[config.mk]
export PLATFORM = sky130hd
export DESIGN_NAME = hysteresis_thermostat_controller_top
export DESIGN_NICKNAME = d
export VERILOG_FILES = /design/src/htc_pkg.sv /design/src/hysteresis_thermostat_controller_top.sv
export SDC_FILE = /design/constraint.sdc
export NUM_CORES = 1
export LEC_CHECK = 0
export ABC_AREA = 1
export BUFFER_PORTS_ARGS = -buffer_cell sky130_fd_sc_hd__buf_4
export CORE_AREA = 2 2 148 150
export CTS_CLUSTER_DIAMETER = 50
export DETAILED_ROUTE_END_ITERATION = 16
export DIE_AREA = 0 0 150 152
export GPL_TIMING_DRIVEN = 0
export PLACE_DENSITY_LB_ADDON = 0.08
export RECOVER_POWER = 50
export SYNTH_ARGS = -nofsm -noshare
export SYNTH_HDL_FRONTEND = slang
export SYNTH_SLANG_ARGS = --single-unit
[constraint.sdc]
create_clock -name clk -period 8.5 [get_ports clk]
set_input_delay 1.7 -clock clk [delete_from_list [all_inputs] [get_ports clk]]
set_output_delay 1.7 -clock clk [all_outputs]
set_load 0.1 [all_outputs]
[src/htc_pkg.sv]
// shared constants and types for the hysteresis thermostat controller
package htc_pkg;

  // event kinds of one request
  localparam logic [2:0] EV_POWER   = 3'd0;
  localparam logic [2:0] EV_BUTTONS = 3'd1;
  localparam logic [2:0] EV_SAMPLE  = 3'd2;
  localparam logic [2:0] EV_DISPLAY = 3'd3;
  localparam logic [2:0] EV_MODE    = 3'd4;
  localparam logic [2:0] EV_LED     = 3'd5;

  // configuration register indexes
  localparam logic [2:0] CFG_INIT_SETPOINT = 3'd0;
  localparam logic [2:0] CFG_BAND          = 3'd1;
  localparam logic [2:0] CFG_STEP          = 3'd2;
  localparam logic [2:0] CFG_CEILING       = 3'd3;
  localparam logic [2:0] CFG_BLINK_COUNT   = 3'd4;

  // configuration reset values
  localparam logic [6:0] INIT_SETPOINT_RST = 7'd25;
  localparam logic [3:0] BAND_RST          = 4'd5;
  localparam logic [3:0] STEP_RST          = 4'd5;
  localparam logic [6:0] CEILING_RST       = 7'd75;
  localparam logic [7:0] BLINK_COUNT_RST   = 8'd156;

  localparam logic [6:0] SETPOINT_MAX = 7'd127;

  // degrees = floor(count * 0.488) = (count * ADC_SCALE) >> ADC_SHIFT, exact for 10 bit counts
  localparam int unsigned ADC_SHIFT = 24;
  localparam logic [22:0] ADC_SCALE = 23'd8187282;

  typedef struct packed {
    logic [2:0] event_kind;
    logic       up_pressed;
    logic       down_pressed;
    logic [9:0] adc_count;
  } req_t;

  typedef struct packed {
    logic       heater_on;
    logic       cooler_on;
    logic       led_level;
    logic       display_enable;
    logic [8:0] display_value;
    logic       powered;
    logic       operating_mode;
    logic [6:0] setpoint_now;
    logic       store_strobe;
    logic [8:0] temperature_now;
  } rsp_t;

endpackage

[src/hysteresis_thermostat_controller_top.sv]
// event driven thermostat with hysteresis, display blink and heating indicator
// Each request passes an input register and then the update logic into the result
// register, so the block takes one request per clock unless it stalls. The rate is
// set by the single state update stage, which applies the sample conversion (one
// constant multiply), the hysteresis compares and the setpoint step in the same cycle.
// Throughput stalls only while the result register holds an untaken result and the
// input register is full.
// Configuration writes are always taken and should be issued only while idle.
module hysteresis_thermostat_controller_top (
  input  logic       clk,
  input  logic       rst_n,
  input  logic       in_valid,
  output logic       in_ready,
  input  logic [2:0] in_event_kind,
  input  logic       in_up_pressed,
  input  logic       in_down_pressed,
  input  logic [9:0] in_adc_count,
  output logic       out_valid,
  input  logic       out_ready,
  output logic       out_heater_on,
  output logic       out_cooler_on,
  output logic       out_led_level,
  output logic       out_display_enable,
  output logic [8:0] out_display_value,
  output logic       out_powered,
  output logic       out_operating_mode,
  output logic [6:0] out_setpoint_now,
  output logic       out_store_strobe,
  output logic [8:0] out_temperature_now,
  input  logic       cfg_valid,
  output logic       cfg_ready,
  input  logic [2:0] cfg_index,
  input  logic [7:0] cfg_data
);

  // configuration
  logic [3:0] band_r;
  logic [3:0] step_r;
  logic [6:0] ceiling_r;
  logic [7:0] blink_count_r;

  // state
  logic       power_r,    power_nxt;
  logic       mode_r,     mode_nxt;
  logic       activity_r, activity_nxt;
  logic [6:0] setpoint_r, setpoint_nxt;
  logic [8:0] temp_r,     temp_nxt;
  logic       heating_r,  heating_nxt;
  logic       heater_r,   heater_nxt;
  logic       cooler_r,   cooler_nxt;
  logic [7:0] blink_cnt_r, blink_cnt_nxt;
  logic       blink_ph_r, blink_ph_nxt;
  logic       led_r,      led_nxt;
  logic       disp_en_r,  disp_en_nxt;
  logic [8:0] disp_val_r, disp_val_nxt;
  logic       strobe_nxt;

  // pipeline
  htc_pkg::req_t req_r;
  logic          req_valid_r;
  htc_pkg::rsp_t rsp_r;
  logic          rsp_valid_r;
  logic          advance;
  logic          cfg_write;

  logic [32:0] adc_prod;
  logic [6:0]  sp_up;
  logic [7:0]  sp_sum;
  logic [9:0]  sp_hi;
  logic [9:0]  t_lo;

  assign advance   = !rsp_valid_r || out_ready;
  assign in_ready  = advance || !req_valid_r;
  assign cfg_ready = 1'b1;
  assign cfg_write = cfg_valid && cfg_ready;

  assign adc_prod = {23'd0, req_r.adc_count} * {10'd0, htc_pkg::ADC_SCALE};

  always_ff @(posedge clk) begin
    if (!rst_n) begin
      req_valid_r <= 1'b0;
    end else if (in_ready) begin
      req_valid_r <= in_valid;
    end
    if (in_ready) begin
      req_r.event_kind   <= in_event_kind;
      req_r.up_pressed   <= in_up_pressed;
      req_r.down_pressed <= in_down_pressed;
      req_r.adc_count    <= in_adc_count;
    end
  end

  always_comb begin
    power_nxt     = power_r;
    mode_nxt      = mode_r;
    activity_nxt  = activity_r;
    setpoint_nxt  = setpoint_r;
    temp_nxt      = temp_r;
    heating_nxt   = heating_r;
    heater_nxt    = heater_r;
    cooler_nxt    = cooler_r;
    blink_cnt_nxt = blink_cnt_r;
    blink_ph_nxt  = blink_ph_r;
    led_nxt       = led_r;
    disp_en_nxt   = disp_en_r;
    disp_val_nxt  = disp_val_r;
    strobe_nxt    = 1'b0;
    sp_up         = setpoint_r;
    sp_sum        = {1'b0, setpoint_r} + {4'd0, step_r};
    sp_hi         = 10'd0;
    t_lo          = 10'd0;

    case (req_r.event_kind)
      htc_pkg::EV_POWER: begin
        if (!power_r) begin
          power_nxt = 1'b1;
        end else begin
          power_nxt    = 1'b0;
          disp_en_nxt  = 1'b0;
          disp_val_nxt = 9'd0;
          heater_nxt   = 1'b0;
          cooler_nxt   = 1'b0;
        end
      end
      htc_pkg::EV_BUTTONS: begin
        if (power_r) begin
          activity_nxt = 1'b1;
          if (req_r.up_pressed && (setpoint_r < ceiling_r)) begin
            sp_up = sp_sum[7] ? htc_pkg::SETPOINT_MAX : sp_sum[6:0];
          end
          setpoint_nxt = sp_up;
          if (req_r.down_pressed && (sp_up >= {3'd0, step_r})) begin
            setpoint_nxt = sp_up - {3'd0, step_r};
          end
        end
      end
      htc_pkg::EV_SAMPLE: begin
        temp_nxt = adc_prod[htc_pkg::ADC_SHIFT +: 9];
        sp_hi    = {3'd0, setpoint_r} + {6'd0, band_r};
        t_lo     = {1'b0, temp_nxt} + {6'd0, band_r};
        if (mode_r) begin
          if ({1'b0, temp_nxt} >= sp_hi) begin
            heater_nxt  = 1'b0;
            heating_nxt = 1'b0;
            cooler_nxt  = 1'b1;
          end
          if (t_lo < {3'd0, setpoint_r}) begin
            heater_nxt  = 1'b1;
            heating_nxt = 1'b1;
            cooler_nxt  = 1'b0;
          end
        end
      end
      htc_pkg::EV_DISPLAY: begin
        if (power_r) begin
          if (!mode_r) begin
            blink_cnt_nxt = blink_cnt_r + 8'd1;
            disp_en_nxt   = blink_ph_r;
            disp_val_nxt  = blink_ph_r ? {2'd0, setpoint_r} : 9'd0;
            if (blink_cnt_nxt == blink_count_r) begin
              blink_ph_nxt = !blink_ph_r;
            end
          end else begin
            disp_en_nxt  = 1'b1;
            disp_val_nxt = temp_r;
          end
        end
      end
      htc_pkg::EV_MODE: begin
        if (activity_r) begin
          activity_nxt = 1'b0;
          mode_nxt     = 1'b0;
        end else begin
          strobe_nxt = 1'b1;
          mode_nxt   = 1'b1;
        end
      end
      htc_pkg::EV_LED: begin
        led_nxt = heating_r ? !led_r : 1'b1;
      end
      default: begin
      end
    endcase
  end

  always_ff @(posedge clk) begin
    if (!rst_n) begin
      band_r          <= htc_pkg::BAND_RST;
      step_r          <= htc_pkg::STEP_RST;
      ceiling_r       <= htc_pkg::CEILING_RST;
      blink_count_r   <= htc_pkg::BLINK_COUNT_RST;
      power_r         <= 1'b0;
      mode_r          <= 1'b0;
      activity_r      <= 1'b1;
      setpoint_r      <= htc_pkg::INIT_SETPOINT_RST;
      temp_r          <= 9'd0;
      heating_r       <= 1'b0;
      heater_r        <= 1'b0;
      cooler_r        <= 1'b0;
      blink_cnt_r     <= 8'd0;
      blink_ph_r      <= 1'b0;
      led_r           <= 1'b0;
      disp_en_r       <= 1'b0;
      disp_val_r      <= 9'd0;
      rsp_valid_r     <= 1'b0;
    end else begin
      if (req_valid_r && advance) begin
        power_r     <= power_nxt;
        mode_r      <= mode_nxt;
        activity_r  <= activity_nxt;
        setpoint_r  <= setpoint_nxt;
        temp_r      <= temp_nxt;
        heating_r   <= heating_nxt;
        heater_r    <= heater_nxt;
        cooler_r    <= cooler_nxt;
        blink_cnt_r <= blink_cnt_nxt;
        blink_ph_r  <= blink_ph_nxt;
        led_r       <= led_nxt;
        disp_en_r   <= disp_en_nxt;
        disp_val_r  <= disp_val_nxt;
      end
      if (advance) begin
        rsp_valid_r <= req_valid_r;
      end
      if (cfg_write) begin
        case (cfg_index)
          htc_pkg::CFG_INIT_SETPOINT: begin
            setpoint_r      <= cfg_data[6:0];
          end
          htc_pkg::CFG_BAND:        band_r        <= cfg_data[3:0];
          htc_pkg::CFG_STEP:        step_r        <= cfg_data[3:0];
          htc_pkg::CFG_CEILING:     ceiling_r     <= cfg_data[6:0];
          htc_pkg::CFG_BLINK_COUNT: blink_count_r <= cfg_data;
          default: begin
          end
        endcase
      end
    end
  end

  always_ff @(posedge clk) begin
    if (req_valid_r && advance) begin
      rsp_r.heater_on       <= heater_nxt;
      rsp_r.cooler_on       <= cooler_nxt;
      rsp_r.led_level       <= led_nxt;
      rsp_r.display_enable  <= disp_en_nxt;
      rsp_r.display_value   <= disp_en_nxt ? disp_val_nxt : 9'd0;
      rsp_r.powered         <= power_nxt;
      rsp_r.operating_mode  <= mode_nxt;
      rsp_r.setpoint_now    <= setpoint_nxt;
      rsp_r.store_strobe    <= strobe_nxt;
      rsp_r.temperature_now <= temp_nxt;
    end
  end

  assign out_valid           = rsp_valid_r;
  assign out_heater_on       = rsp_r.heater_on;
  assign out_cooler_on       = rsp_r.cooler_on;
  assign out_led_level       = rsp_r.led_level;
  assign out_display_enable  = rsp_r.display_enable;
  assign out_display_value   = rsp_r.display_value;
  assign out_powered         = rsp_r.powered;
  assign out_operating_mode  = rsp_r.operating_mode;
  assign out_setpoint_now    = rsp_r.setpoint_now;
  assign out_store_strobe    = rsp_r.store_strobe;
  assign out_temperature_now = rsp_r.temperature_now;

endmodule

== Word level (Yosys, flattened, before mapping) ==
Index checks and enable logic that the tools add are counted.

* Word-level logic and storage cells: 116
* Input port bits: 31
* Register bits: 114
* Output and inout port bits: 35

* Bitwise gates (word level): 1
* Eq/ne operators: 11
* Add/subtract/negate cells: 5
* $lt $le $gt $ge: 4
* Reduce and logical (&&, ||, !) cells: 21
* Muxes and demuxes: 40
* Multipliers: 1

{| class="wikitable"
|+ Operator list
! kind !! number
|-
| $mux 7 || 11
|-
| $mux 9 || 4
|-
| $mul 10x22->32 const B || 1
|-
| $mux 1 || 20
|-
| $pmux 9 s2 || 1
|-
| $add 7x4->8 || 2
|-
| $eq 3x2->1 const B || 4
|-
| $add 9x4->10 || 1
|-
| $lt 10x7->1 || 1
|-
| $eq 3x3->1 const B || 3
|-
| $ge 9x8->1 || 1
|-
| $add 8x1->8 const B || 1
|-
| $eq 8x8->1 || 1
|-
| $pmux 1 s2 || 4
|-
| $reduce_and 2->1 || 4
|-
| $reduce_and 4->1 || 2
|-
| $ge 7x4->1 || 1
|-
| $lt 7x7->1 || 1
|-
| $sub 7x4->7 || 1
|-
| $eq 3x1->1 const B || 2
|-
| $logic_not 3->1 || 2
|-
| $reduce_and 5->1 || 1
|-
| $logic_not 1->1 || 4
|-
| $reduce_bool 2->1 || 2
|-
| 5 further kinds || 8
|}

== Longest topological paths before layout ==
Gate-level depths: netlist of the first run.

* Depth in word-level cells: 13
* Mapped depth: 41
* Depth with buffers taken out: 41

== Worst setup path after synthesis of the first run ==
No wires, ideal clock.

* Path type: register to register
* From: register req_r[7] (netlist name)
* To: register rsp_r, in the netlist out_cooler_on, data pin
* Data arrival time: 6597 ps
* Data required time: 8245 ps
* Cell stages (with the launch flop): 37
* Setup time: 255 ps
* Buffers on the path: 0
* Path slack: 1648 ps
* Clock period less this slack: 6852 ps
* Cell sequence: edfxtp_1 -> fa_1 -> xor2_1 -> ha_1 -> inv_1 -> fa_1 -> fa_1 -> fa_1 -> inv_1 -> ha_1 -> nand2_1 -> inv_1 -> nand2_1 -> nand2_1 -> o21bai_1 -> a31o_2 -> xnor2_1 -> inv_1 -> ha_1 -> inv_1 -> fa_1 -> nand3b_1 -> and2_0 -> inv_1 -> xor2_1 -> inv_1 -> ha_1 -> nand2_1 -> nor2_1 -> nor2_1 -> o211ai_1 -> a21oi_1 -> nand3_1 -> a21oi_2 -> nand3_2 -> nand3_1 -> nand2_1

* Longest elaborated chain between the ends: 6
* Elaborated cells on any way between the ends: 8
* Those cells by class: add/sub: 1; mul: 1; order compare: 2; mux: 4

{| class="wikitable"
|+ RTL lines
! what !! RTL line !! source
|-
| start, declared || hysteresis_thermostat_controller_top.sv:59 || <nowiki>htc_pkg::req_t req_r;</nowiki>
|-
| $mul 10x22->32 (*) || hysteresis_thermostat_controller_top.sv:77 || <nowiki>assign adc_prod = {23'd0, req_r.adc_count} * {10'd0, htc_pkg::ADC_SCALE};</nowiki>
|-
| $add 9x4->10 / $ge 9x8->1 (equally long branches) || hysteresis_thermostat_controller_top.sv:140, hysteresis_thermostat_controller_top.sv:142 ||
|-
| $lt 10x7->1 / $mux 1 (equally long branches) || hysteresis_thermostat_controller_top.sv:147, hysteresis_thermostat_controller_top.sv:142 ||
|-
| $mux 1 (*) || hysteresis_thermostat_controller_top.sv:147 || <nowiki>if (t_lo < {3'd0, setpoint_r}) begin</nowiki>
|-
| $mux 1 (*) || hysteresis_thermostat_controller_top.sv:141 || <nowiki>if (mode_r) begin</nowiki>
|-
| $pmux 1 s2 (*) || hysteresis_thermostat_controller_top.sv:113 || <nowiki>case (req_r.event_kind)</nowiki>
|-
| named net cooler_nxt || hysteresis_thermostat_controller_top.sv:50 || <nowiki>logic cooler_r, cooler_nxt;</nowiki>
|-
| end, declared || hysteresis_thermostat_controller_top.sv:61 || <nowiki>htc_pkg::rsp_t rsp_r;</nowiki>
|}

The timed path passes the listed nets; every way through them passes the cells marked *.
A chain may end at the register's enable or synchronous reset.

== Worst setup path in the final report of the first run ==
Ends and elaborated chain as after synthesis.

==> results.yml, run 1 <==
outcome:
  run_status: "completed"
logic_synthesis:
  ys_async_sr_fraction_pct: 0
  synth.yosys.warnings: 0
  yosys.cell_types.count: 52
  syn_area_sq_um: 10400
  synth.avg_cell_area_sq_um: 7.75
  ys.flop_type: "dfxtp_1"
  synthesis.instances: 1347
  net_count_of_the_mapped_netlist: 1571
  seq_area_frac_synth_pct: 26.4
  ys_ff_latch: 114
  synth_enable_flop_cells: 47
die:
  design.portCount: 66
  floorplan.rows: 54
  floorplan.core_area_sq_um: 21400
  die_height_um: 152
  floorplan.initialDensity_pct: 48.9
  dieArea_sq_um: 22800
  die_x_um: 150
routing:
  met2_length_mm: 10.8
  drtIter0Drc: 555
  ant_nets: 0
  drc: 0
  detailroute.wirelength.met3_mm: 1.63
  wirelength_met1_mm: 12.0
  topRoutingLayerUsed: "met4"
  detailroute.via_count: 8700
  post_detailed_route_wirelength_per_cell_um: 14.4
  drt-pass1-iter-count: 6
  detail_route.wirelength_mm: 24.7
  post_detailed_route_via_to_cell_ratio: 5.05
power_and_ir_drop:
  ir_drop_uv: 253
  power_density_nw_per_um2: 418
  p_leak_uw: 0.00600
  report.power.total_uw: 4900
critical_path:
  cpMaxStageDelayCell: "fa_1"
  type_of_destination_of_the_critical_path: "flop"
  cp_slowest_stage_delay_ns: 0.80
  worst_setup_path_start_kind: "flop"
  crit_type: "flop to flop"
  timing.critical_path.required_ns: 8.66
  cp.buffers_inverters: 4
  timing.critical_path.max_delay_family: "adder cells"
  arrival_ns: 7.93
  worst-path-max-fanout: 9
clock_tree:
  cts.repair.resized: 0
  root_buffer: "clkbuf_16"
  cts.htree.levels: 4
  tritoncts: "yes"
  cts_post_setup_buffers_inserted: 0
  cts-root-to-sink-buffers: 2
  cts_hold_repair.buffers: 0
  clkTransAtPathRegs_ns: 0.06
  insertion_delay_ns: 0.42
  clock_sink_count: 114
  cts_made_buffers: 17
cells_and_area:
  multi_input_comb_area_sq_um: 6470
  finalNetCount: 1654
  filler_cell_count: 2161
  drive_above_1_share_pct: 7.00
  n_antenna_cell: 0
  regArea_sq_um: 2750
  fin_area_sq_um: 11700
  syn2layout_area_growth_pct: 12.4
global_routing:
  grt_pass1_vias: 8638
  grt_pass1_wl_mm: 41.7
  antenna_violations_before_repair: 0
  largest_net_degree_at_the_start_of_global_routing: 42
  track_usage_pct: 23.2
  grt_overflow: 0
sta:
  final-setup-viol-count: 0
  fin_crit_sh_pct: 91.4
  final_max_slew_viol_count: 0
  clock.fmax_mhz: 129
  final.setup_skew_ns: 0.0128
  worst_max_slew_margin_expressed_relative_to_the_limit_pct: 8.95
  timing_worst_slew_pin_value_ns: 1.36
  finalCriticalPeriod_ns: 7.77
  hold_viol: 0
  unrepaired_setup_endpoints_after_global_routing: "no"
  fin_setup_tns_ns: 0
placed_design:
  placedInstanceArea_sq_um: 11300
  routabilityCongestion: 0.901
  post-dp-hpwl_mm: 20.0
  numPortBuffers: 64
min_path:
  min-delay-path-class: "flop to flop"
run:
  maxCapViolations: 0
## cells in the mapped netlist, types with 5 or more instances
| cell | number | share of area (%) |
|---|---|---|
| xor2_1 | 23 | 1.9 |
| nand2_2 | 6 | 0.36 |
| o21ai_0 | 79 | 3.8 |
| nor3_1 | 7 | 0.34 |
| a21oi_1 | 76 | 3.6 |
| nand2_1 | 280 | 10 |
| clkbuf_1 | 14 | 0.50 |
| xnor2_1 | 13 | 1.1 |
| o22ai_1 | 7 | 0.42 |
| edfxtp_1 | 47 | 14 |
| nor2_1 | 87 | 3.1 |
| nand4_1 | 10 | 0.60 |
| dfxtp_1 | 67 | 13 |
| nor2_2 | 5 | 0.30 |
| o21bai_1 | 5 | 0.36 |
| inv_1 | 292 | 11 |
| o211ai_1 | 14 | 1.0 |
| nand3_1 | 62 | 3.0 |
| fa_1 | 68 | 13 |
| ha_1 | 125 | 15 |
## placed cells by master, fill, tap and decap left out, types with 3 or more instances in the layout
| cell | count |
|---|---|
| nand3_1 | 62 |
| clkinv_4 | 4 |
| nor2_1 | 87 |
| nand2_1 | 280 |
| ha_1 | 125 |
| o41ai_1 | 3 |
| o21bai_1 | 5 |
| o211ai_1 | 14 |
| a21o_1 | 3 |
| o22ai_1 | 7 |
| xor2_1 | 23 |
| nand2_2 | 6 |
| a21oi_2 | 3 |
| nand2_4 | 3 |
| nand3_2 | 3 |
| inv_6 | 7 |
| o21ai_0 | 79 |
| buf_4 | 15 |
| xnor2_1 | 13 |
| nor3_1 | 8 |
| edfxtp_1 | 47 |
| inv_2 | 3 |
| clkbuf_1 | 50 |
| nand3b_1 | 4 |
| nor2_2 | 5 |
| clkbuf_16 | 17 |
| fa_1 | 68 |
| buf_2 | 3 |
| and2_1 | 3 |
| inv_1 | 292 |
| dfxtp_1 | 67 |
| nand4_1 | 10 |
| a21oi_1 | 76 |
| clkbuf_4 | 16 |
## routing by layer
layer  up-vias  GRT usage [%]
met1      4028           32.9
met3        18           5.11
met5         -              0
li1       4443              -
met2       211           36.4
met4         0           5.21
## sequential cells by signal (all words and copies together) (netlist names), 4 cells and up
signal               count
ceiling_r                7
req_r                   15
blink_count_r            8
band_r                   4
blink_cnt_r              8
temp_r                   9
setpoint_r               7
disp_val_r               9
out_setpoint_now         7
out_display_value        9
out_temperature_now      9
step_r                   4
## worst min-delay path, stage by stage, from the launching register on
cell     delay (ns)
dfxtp_1        0.29
inv_1          0.06
a21oi_1        0.06
## cells by family after synthesis
group / Yosys count / synth area share [%]
adders and majority gates: 193 / 28.0
AOI/OAI and AO/OA: 204 / 11.0
buffers and inverters: 318 / 11.6
xor gates and xnor gates: 36 / 3.02
DFF: 114 / 26.4
and+or+nand+nor: 481 / 20.0
other: 1 / 0.0359
## power breakdown
part	total, uW	internal [uW]	switching [uW]
Clock	728	439	289
Combinational	3540	1330	2210
Sequential	627	604	23.3
## final cells by class
| class | instances | share of cell area (%) |
|---|---|---|
| clock inverters | 15 | 1.46 |
| flip-flops and latches | 114 | 23.5 |
| clock buffers | 17 | 3.63 |
| inverters | 297 | 9.51 |
| repair buffers | 64 | 2.98 |
| multi-input cells | 915 | 55.1 |
| plain buffers | 21 | 0.832 |
| well taps | 280 | 2.99 |
## path summary, 6_finish.rpt
kind                              from                   endpoint  slack (ns)  cells after the start
min          ceiling_r[5]$_SDFFE_PN0P_  ceiling_r[5]$_SDFFE_PN0P_        0.46                      2
min reg2reg  ceiling_r[5]$_SDFFE_PN0P_  ceiling_r[5]$_SDFFE_PN0P_        0.46                      2
max reg2reg         req_r[7]$_DFFE_PP_    out_cooler_on$_DFFE_PP_        0.73                     36
max                 req_r[7]$_DFFE_PP_    out_cooler_on$_DFFE_PP_        0.73                     36
## through the flow
step                std cells  setup slack (ns)  utilization, %  hold WS [ns]
floorplan                1347              1.65               -         0.435
global placement         1691             0.763            52.8         0.454
detailed placement       1691             0.775            52.8         0.458
CTS                      1723             0.734            55.6         0.467
global route             1723             0.135            54.9         0.491
finish                   1723             0.731            54.9         0.460
No activity file was read; power rests on OpenSTA's default activity.
==> run 2: changes to the inputs <==
==> constraint.sdc (replaced) <==
create_clock -name clk -period 8.5 [get_ports clk]
set_input_delay 0.85 -clock clk [delete_from_list [all_inputs] [get_ports clk]]
set_output_delay 0.85 -clock clk [all_outputs]
set_load 0.1 [all_outputs]
==> run 2 against run 1 <==
Against the previous run:
- the flow now finishes with violations (max-capacitance violations, max-slew violations)
- sequential power barely moved
- sequential cell count did not move
- clock skew barely moved
- power barely moved
- setup slack got worse by 0.048 ns
- final cell count did not move
==> results.yml, run 2 (synthesized netlist as in run 1, its figures left out) <==
cells_and_area:
  n_antenna_cell: 0
  max_flop_register: "req_r"
  most_common_cell_after_layout_fill_and_taps_aside: "inv_1"
  layout.cells.most_common_list: "inv_1, nand2_1, ha_1, nor2_1, o21ai_0"
  largest_register_ff_count: 15
  multi_input_comb_area_sq_um: 6470
  utilization_pct: 55.0
  syn2layout_area_growth_pct: 12.4
  regArea_sq_um: 2750
  finalNetCount: 1654
  filler_cell_count: 2161
  drive_above_1_share_pct: 7.07
  fin_cells: 1723
critical_path:
  cpMaxStageDelayCell: "fa_1"
  crit_start: "req_r[7]$_DFFE_PP_"
  rr_endpoint: "cooler_r$_SDFFE_PN0P_"
  r2r_setup_slack_ns: 0.68
  type_of_destination_of_the_critical_path: "flop"
  worst_setup_path_start_kind: "flop"
  cp_slowest_stage_delay_ns: 0.80
  worst-path-max-fanout: 9
  timing.critical_path.required_ns: 8.82
  crit_type: "flop to flop"
  regToRegStartpoint: "req_r[7]$_DFFE_PP_"
  critPathCapture: "cooler_r$_SDFFE_PN0P_"
  r2r.worst_path.cells: 38
  arrival_ns: 8.14
routing:
  drt-pass1-iter-count: 5
  detailroute.via_count: 8695
  post_detailed_route_via_to_cell_ratio: 5.05
  post_detailed_route_wirelength_per_cell_um: 14.4
  drc: 0
  drtIter0Drc: 560
  ant_nets: 0
  detail_route.wirelength_mm: 24.8
clock_tree:
  insertion_delay_ns: 0.42
  cts-root-to-sink-buffers: 2
  cts.htree.levels: 4
  cts_hold_repair.buffers: 0
  cts.repair.resized: 0
  root_buffer: "clkbuf_16"
  clock_sink_count: 114
  clkTransAtPathRegs_ns: 0.06
  cts_post_setup_buffers_inserted: 0
  cts_made_buffers: 17
  tritoncts: "yes"
die:
  die_x_um: 150
  die_height_um: 152
  floorplan.rows: 54
  design.portCount: 66
  dieArea_sq_um: 22800
  floorplan.initialDensity_pct: 48.9
  floorplan.core_area_sq_um: 21400
global_routing:
  grt_pass1_vias: 8638
  antenna_violations_before_repair: 0
  grt_overflow: 0
  largest_net_degree_at_the_start_of_global_routing: 42
  grt_pass1_wl_mm: 41.7
  track_usage_pct: 23.2
placed_design:
  routabilityCongestion: 0.901
  numPortBuffers: 64
  place_worst_setup_slack_ns: 0.775
  dp.cells: 1691
  post-dp-hpwl_mm: 20.0
sta:
  clock.fmax_mhz: 128
  finalCriticalPeriod_ns: 7.82
  final_max_slew_viol_count: 42
  layout_setup_ws_ns: 0.683
  worst_max_slew_margin_expressed_relative_to_the_limit_pct: -36.3
  timing_worst_slew_pin_value_ns: 2.04
  hold_viol: 0
  unrepaired_setup_endpoints_after_global_routing: "no"
  fin_setup_tns_ns: 0
  fin_crit_sh_pct: 92.0
  final.setup_skew_ns: 0.0125
  final-setup-viol-count: 0
power_and_ir_drop:
  ir_drop_uv: 252
  p_leak_uw: 0.00600
  power_density_nw_per_um2: 417
run:
  maxCapViolations: 1
min_path:
  min-delay-path-class: "flop to flop"
outcome:
  run_status: "finished, violations left"
  failed_checks: "max-capacitance violations, max-slew violations"
## run 2: changes by cell type in the layout (fill, tap and decap cells not counted)
cell / before / now
nor3_1: 8 / 7
nor3_2: 1 / 2
## run 2: cell type report
type,count,share of cell area [%]
Multi-Input combinational cell,915,55.2
Sequential cell,114,23.5
Inverter,297,9.50
Clock buffer,17,3.63
Tap cell,280,2.99
Timing Repair Buffer,64,2.98
Clock inverter,15,1.46
Buffer,21,0.832
## run 2: metrics by stage
step	area, sq um	hold WS [ns]	total power (uW)
2_1_floorplan	10400	0.435	3360
3_3_place_gp	11300	0.454	4160
3_5_place_dp	11300	0.458	4180
4_1_cts	11900	0.467	4950
5_1_grt	11700	0.491	5510
6_report	11700	0.460	4900
## run 2: worst min path at each step
| stage | from | endpoint | slack (ns) | cells after the start |
|---|---|---|---|---|
| after global routing | blink_count_r[1]$_SDFFE_PN0P_ | blink_count_r[1]$_SDFFE_PN0P_ | 0.49 | 2 |
| final | ceiling_r[5]$_SDFFE_PN0P_ | ceiling_r[5]$_SDFFE_PN0P_ | 0.46 | 2 |
| after floorplan | ceiling_r[2]$_SDFFE_PN0P_ | ceiling_r[2]$_SDFFE_PN0P_ | 0.44 | 2 |
| after CTS | ceiling_r[5]$_SDFFE_PN0P_ | ceiling_r[5]$_SDFFE_PN0P_ | 0.47 | 2 |
| after detailed placement | ceiling_r[5]$_SDFFE_PN0P_ | ceiling_r[5]$_SDFFE_PN0P_ | 0.46 | 2 |
| after global placement | ceiling_r[2]$_SDFFE_PN0P_ | ceiling_r[2]$_SDFFE_PN0P_ | 0.45 | 2 |
## run 2: critical path: cells and delay by family, from the launching register on
kind | cells | cell delay (ns)
adders and majority gates | 8 | 3.46
and+or+nand+nor | 16 | 1.67
buffers and inverters | 5 | 0.42
DFF | 1 | 0.62
xor gates and xnor gates | 3 | 0.67
AOI/OAI and AO/OA | 6 | 0.84
## run 2: where the power goes
part	switching (uW)	internal (uW)
Sequential	23.2	604
Clock	289	439
Combinational	2210	1330
## run 2: routing by layer
layer / track usage, % / share of wire, % / up-vias / wire (um)
met4: 5.21 / 1.2 / 0 / 309
met5: 0 / 0 / - / 0
met1: 32.9 / 48 / 4022 / 12000
li1: - / - / 4444 / -
met2: 36.4 / 44 / 209 / 10900
met3: 5.11 / 6.6 / 20 / 1620
==> run 3: changes to the inputs <==
--- a/config.mk
+++ b/config.mk
@@ -7,10 +7,12 @@
 export LEC_CHECK = 0
 export ABC_AREA = 1
 export BUFFER_PORTS_ARGS = -buffer_cell sky130_fd_sc_hd__buf_4
-export CORE_AREA = 2 2 148 150
+export CELL_PAD_IN_SITES_DETAIL_PLACEMENT = 0
+export CELL_PAD_IN_SITES_GLOBAL_PLACEMENT = 1
+export CORE_AREA = 2 2 153 155
 export CTS_CLUSTER_DIAMETER = 50
 export DETAILED_ROUTE_END_ITERATION = 16
-export DIE_AREA = 0 0 150 152
+export DIE_AREA = 0 0 155 157
 export GPL_TIMING_DRIVEN = 0
 export PLACE_DENSITY_LB_ADDON = 0.08
 export RECOVER_POWER = 50
==> run 3 against run 2 <==
Against the previous run:
- the run now ends clean
- largest power group unchanged
- non-clock buffer count is the same
- critical path type unchanged
- fmax up 1.2%
- sequential cell count unchanged
==> results.yml, run 3 (synthesized netlist as in run 1, its figures left out) <==
power_and_ir_drop:
  ir_drop_uv: 308
  power_density_nw_per_um2: 419
  clockPowerShare_pct: 15.0
  part_of_the_power_in_registers_pct: 12.7
  p_sw_share_pct: 51.4
  pwr-share-comb_pct: 72.3
  power.net_switching_uw: 2530
  power_report.internal_total_uw: 2390
  p_leak_uw: 0.00600
routing:
  drtIter0Drc: 479
  drc: 0
  post_detailed_route_wirelength_per_cell_um: 15.0
  drt-pass1-iter-count: 5
  detail_route.wirelength_mm: 25.9
  post_detailed_route_via_to_cell_ratio: 4.94
  detailroute.via_count: 8543
  ant_nets: 0
cells_and_area:
  filler_cell_count: 2231
  finalNetCount: 1654
  largest_register_ff_count: 15
  multi_input_comb_area_sq_um: 6470
  drive_above_1_share_pct: 7.07
  max_flop_register: "req_r"
  fin_cells: 1728
  n_antenna_cell: 0
  layout.cells.most_common_list: "inv_1, nand2_1, ha_1, nor2_1, o21ai_0"
  regArea_sq_um: 2750
  most_common_cell_after_layout_fill_and_taps_aside: "inv_1"
  syn2layout_area_growth_pct: 12.5
critical_path:
  r2r_setup_slack_ns: 0.78
  worst_setup_path_start_kind: "flop"
  critical_path_depth: 39
  timing.critical_path.max_delay_family: "adder cells"
  r2r.worst_path.cells: 39
  cp.buffers_inverters: 5
  worst-path-max-fanout: 9
  cp_slowest_stage_delay_ns: 0.79
  crit_type: "flop to flop"
  timing.critical_path.required_ns: 8.87
  arrival_ns: 8.09
  cpMaxStageDelayCell: "fa_1"
  critical-path-top-cell-by-count: "nand2_1"
  type_of_destination_of_the_critical_path: "flop"
die:
  floorplan.rows: 55
  design.portCount: 66
  floorplan.initialDensity_pct: 46.4
  dieArea_sq_um: 24300
  die_x_um: 155
  die_height_um: 157
  floorplan.core_area_sq_um: 22500
clock_tree:
  insertion_delay_ns: 0.43
  cts_made_buffers: 17
  root_buffer: "clkbuf_16"
  cts_hold_repair.buffers: 0
  tritoncts: "yes"
  cts-root-to-sink-buffers: 2
  cts.htree.levels: 4
  clkTransAtPathRegs_ns: 0.06
  clock_sink_count: 114
  cts.repair.resized: 0
  cts_post_setup_buffers_inserted: 0
sta:
  final-setup-viol-count: 0
  worst_max_slew_margin_expressed_relative_to_the_limit_pct: 15.7
  final.setup_skew_ns: 0.0163
  fin_crit_sh_pct: 90.8
  finalCriticalPeriod_ns: 7.72
  hold_viol: 0
  fin_setup_tns_ns: 0
  unrepaired_setup_endpoints_after_global_routing: "no"
  clock.fmax_mhz: 130
  timing_worst_slew_pin_value_ns: 1.26
  final_max_slew_viol_count: 0
global_routing:
  grt_overflow: 0
  track_usage_pct: 22.6
  largest_net_degree_at_the_start_of_global_routing: 42
  antenna_violations_before_repair: 0
  grt_pass1_wl_mm: 42.8
  grt_pass1_vias: 8500
placed_design:
  routabilityCongestion: 0.889
  numPortBuffers: 64
  post-dp-hpwl_mm: 21.0
  dp.cells: 1696
min_path:
  min-delay-path-class: "flop to flop"
  whs_path_depth: 2
outcome:
  run_status: "completed"
run:
  maxCapViolations: 0
==> run 3: cell count changes in the layout (fill, tap and decap cells not counted) <==
| cell | before | now |
|---|---|---|
| clkbuf_16 | 17 | 18 |
| inv_6 | 7 | 3 |
| buf_2 | 3 | 4 |
| clkinvlp_4 | 2 | 3 |
| clkinv_2 | 0 | 1 |
==> run 3: final timing paths <==
check	from	to
setup / recovery	req_r[7]$_DFFE_PP_	heater_r$_SDFFE_PN0P_
hold / removal	ceiling_r[2]$_SDFFE_PN0P_	ceiling_r[2]$_SDFFE_PN0P_
setup reg to reg	req_r[7]$_DFFE_PP_	heater_r$_SDFFE_PN0P_
hold reg to reg	ceiling_r[2]$_SDFFE_PN0P_	ceiling_r[2]$_SDFFE_PN0P_
==> run 3: power by group through the flow <==
stage                     sequential (uW)  combinational (uW)  clock (uW)
after floorplan                       708                2650           0
after global placement                638                3560           0
after detailed placement              639                3560           0
after CTS                             627                3600         752
after global routing                  630                4140         773
final                                 627                3560         737
==> run 3: layout make-up <==
class / count / area share [%]
clock buffer: 19 / 3.87
sequential: 114 / 23.4
tap: 285 / 3.04
buffer: 21 / 0.841
timing repair buffer: 64 / 2.97
multi-input combinational: 915 / 55.1
clock inverter: 13 / 1.27
inverter: 297 / 9.49
==> run 3: per-stage QoR <==
step	hold WS, ns	worst slack, ns	instance area, sq um	power, uW	utilization (%)
floorplan	0.435	1.65	10400	3360	-
global placement	0.459	0.803	11300	4200	50.1
detailed placement	0.467	0.791	11300	4200	50.1
CTS	0.478	0.743	11900	4980	52.8
global route	0.498	0.0987	11700	5540	52.2
finish	0.477	0.779	11700	4920	52.2
==> run 3: worst min-delay path: stages (launching register included) <==
cell,delay [ns]
dfxtp_1,0.30
inv_1,0.07
a21oi_1,0.06
==> run 3: metal layers <==
metal / track usage (%) / wire length (um) / vias to the layer above / share of wire [%]
met2: 37.2 / 11600 / 138 / 45
li1: - / - / 4441 / -
met1: 30.8 / 12800 / 3936 / 49
met4: 5.86 / 431 / 0 / 1.7
met3: 4.02 / 1070 / 28 / 4.1
met5: 0 / 0 / - / 0
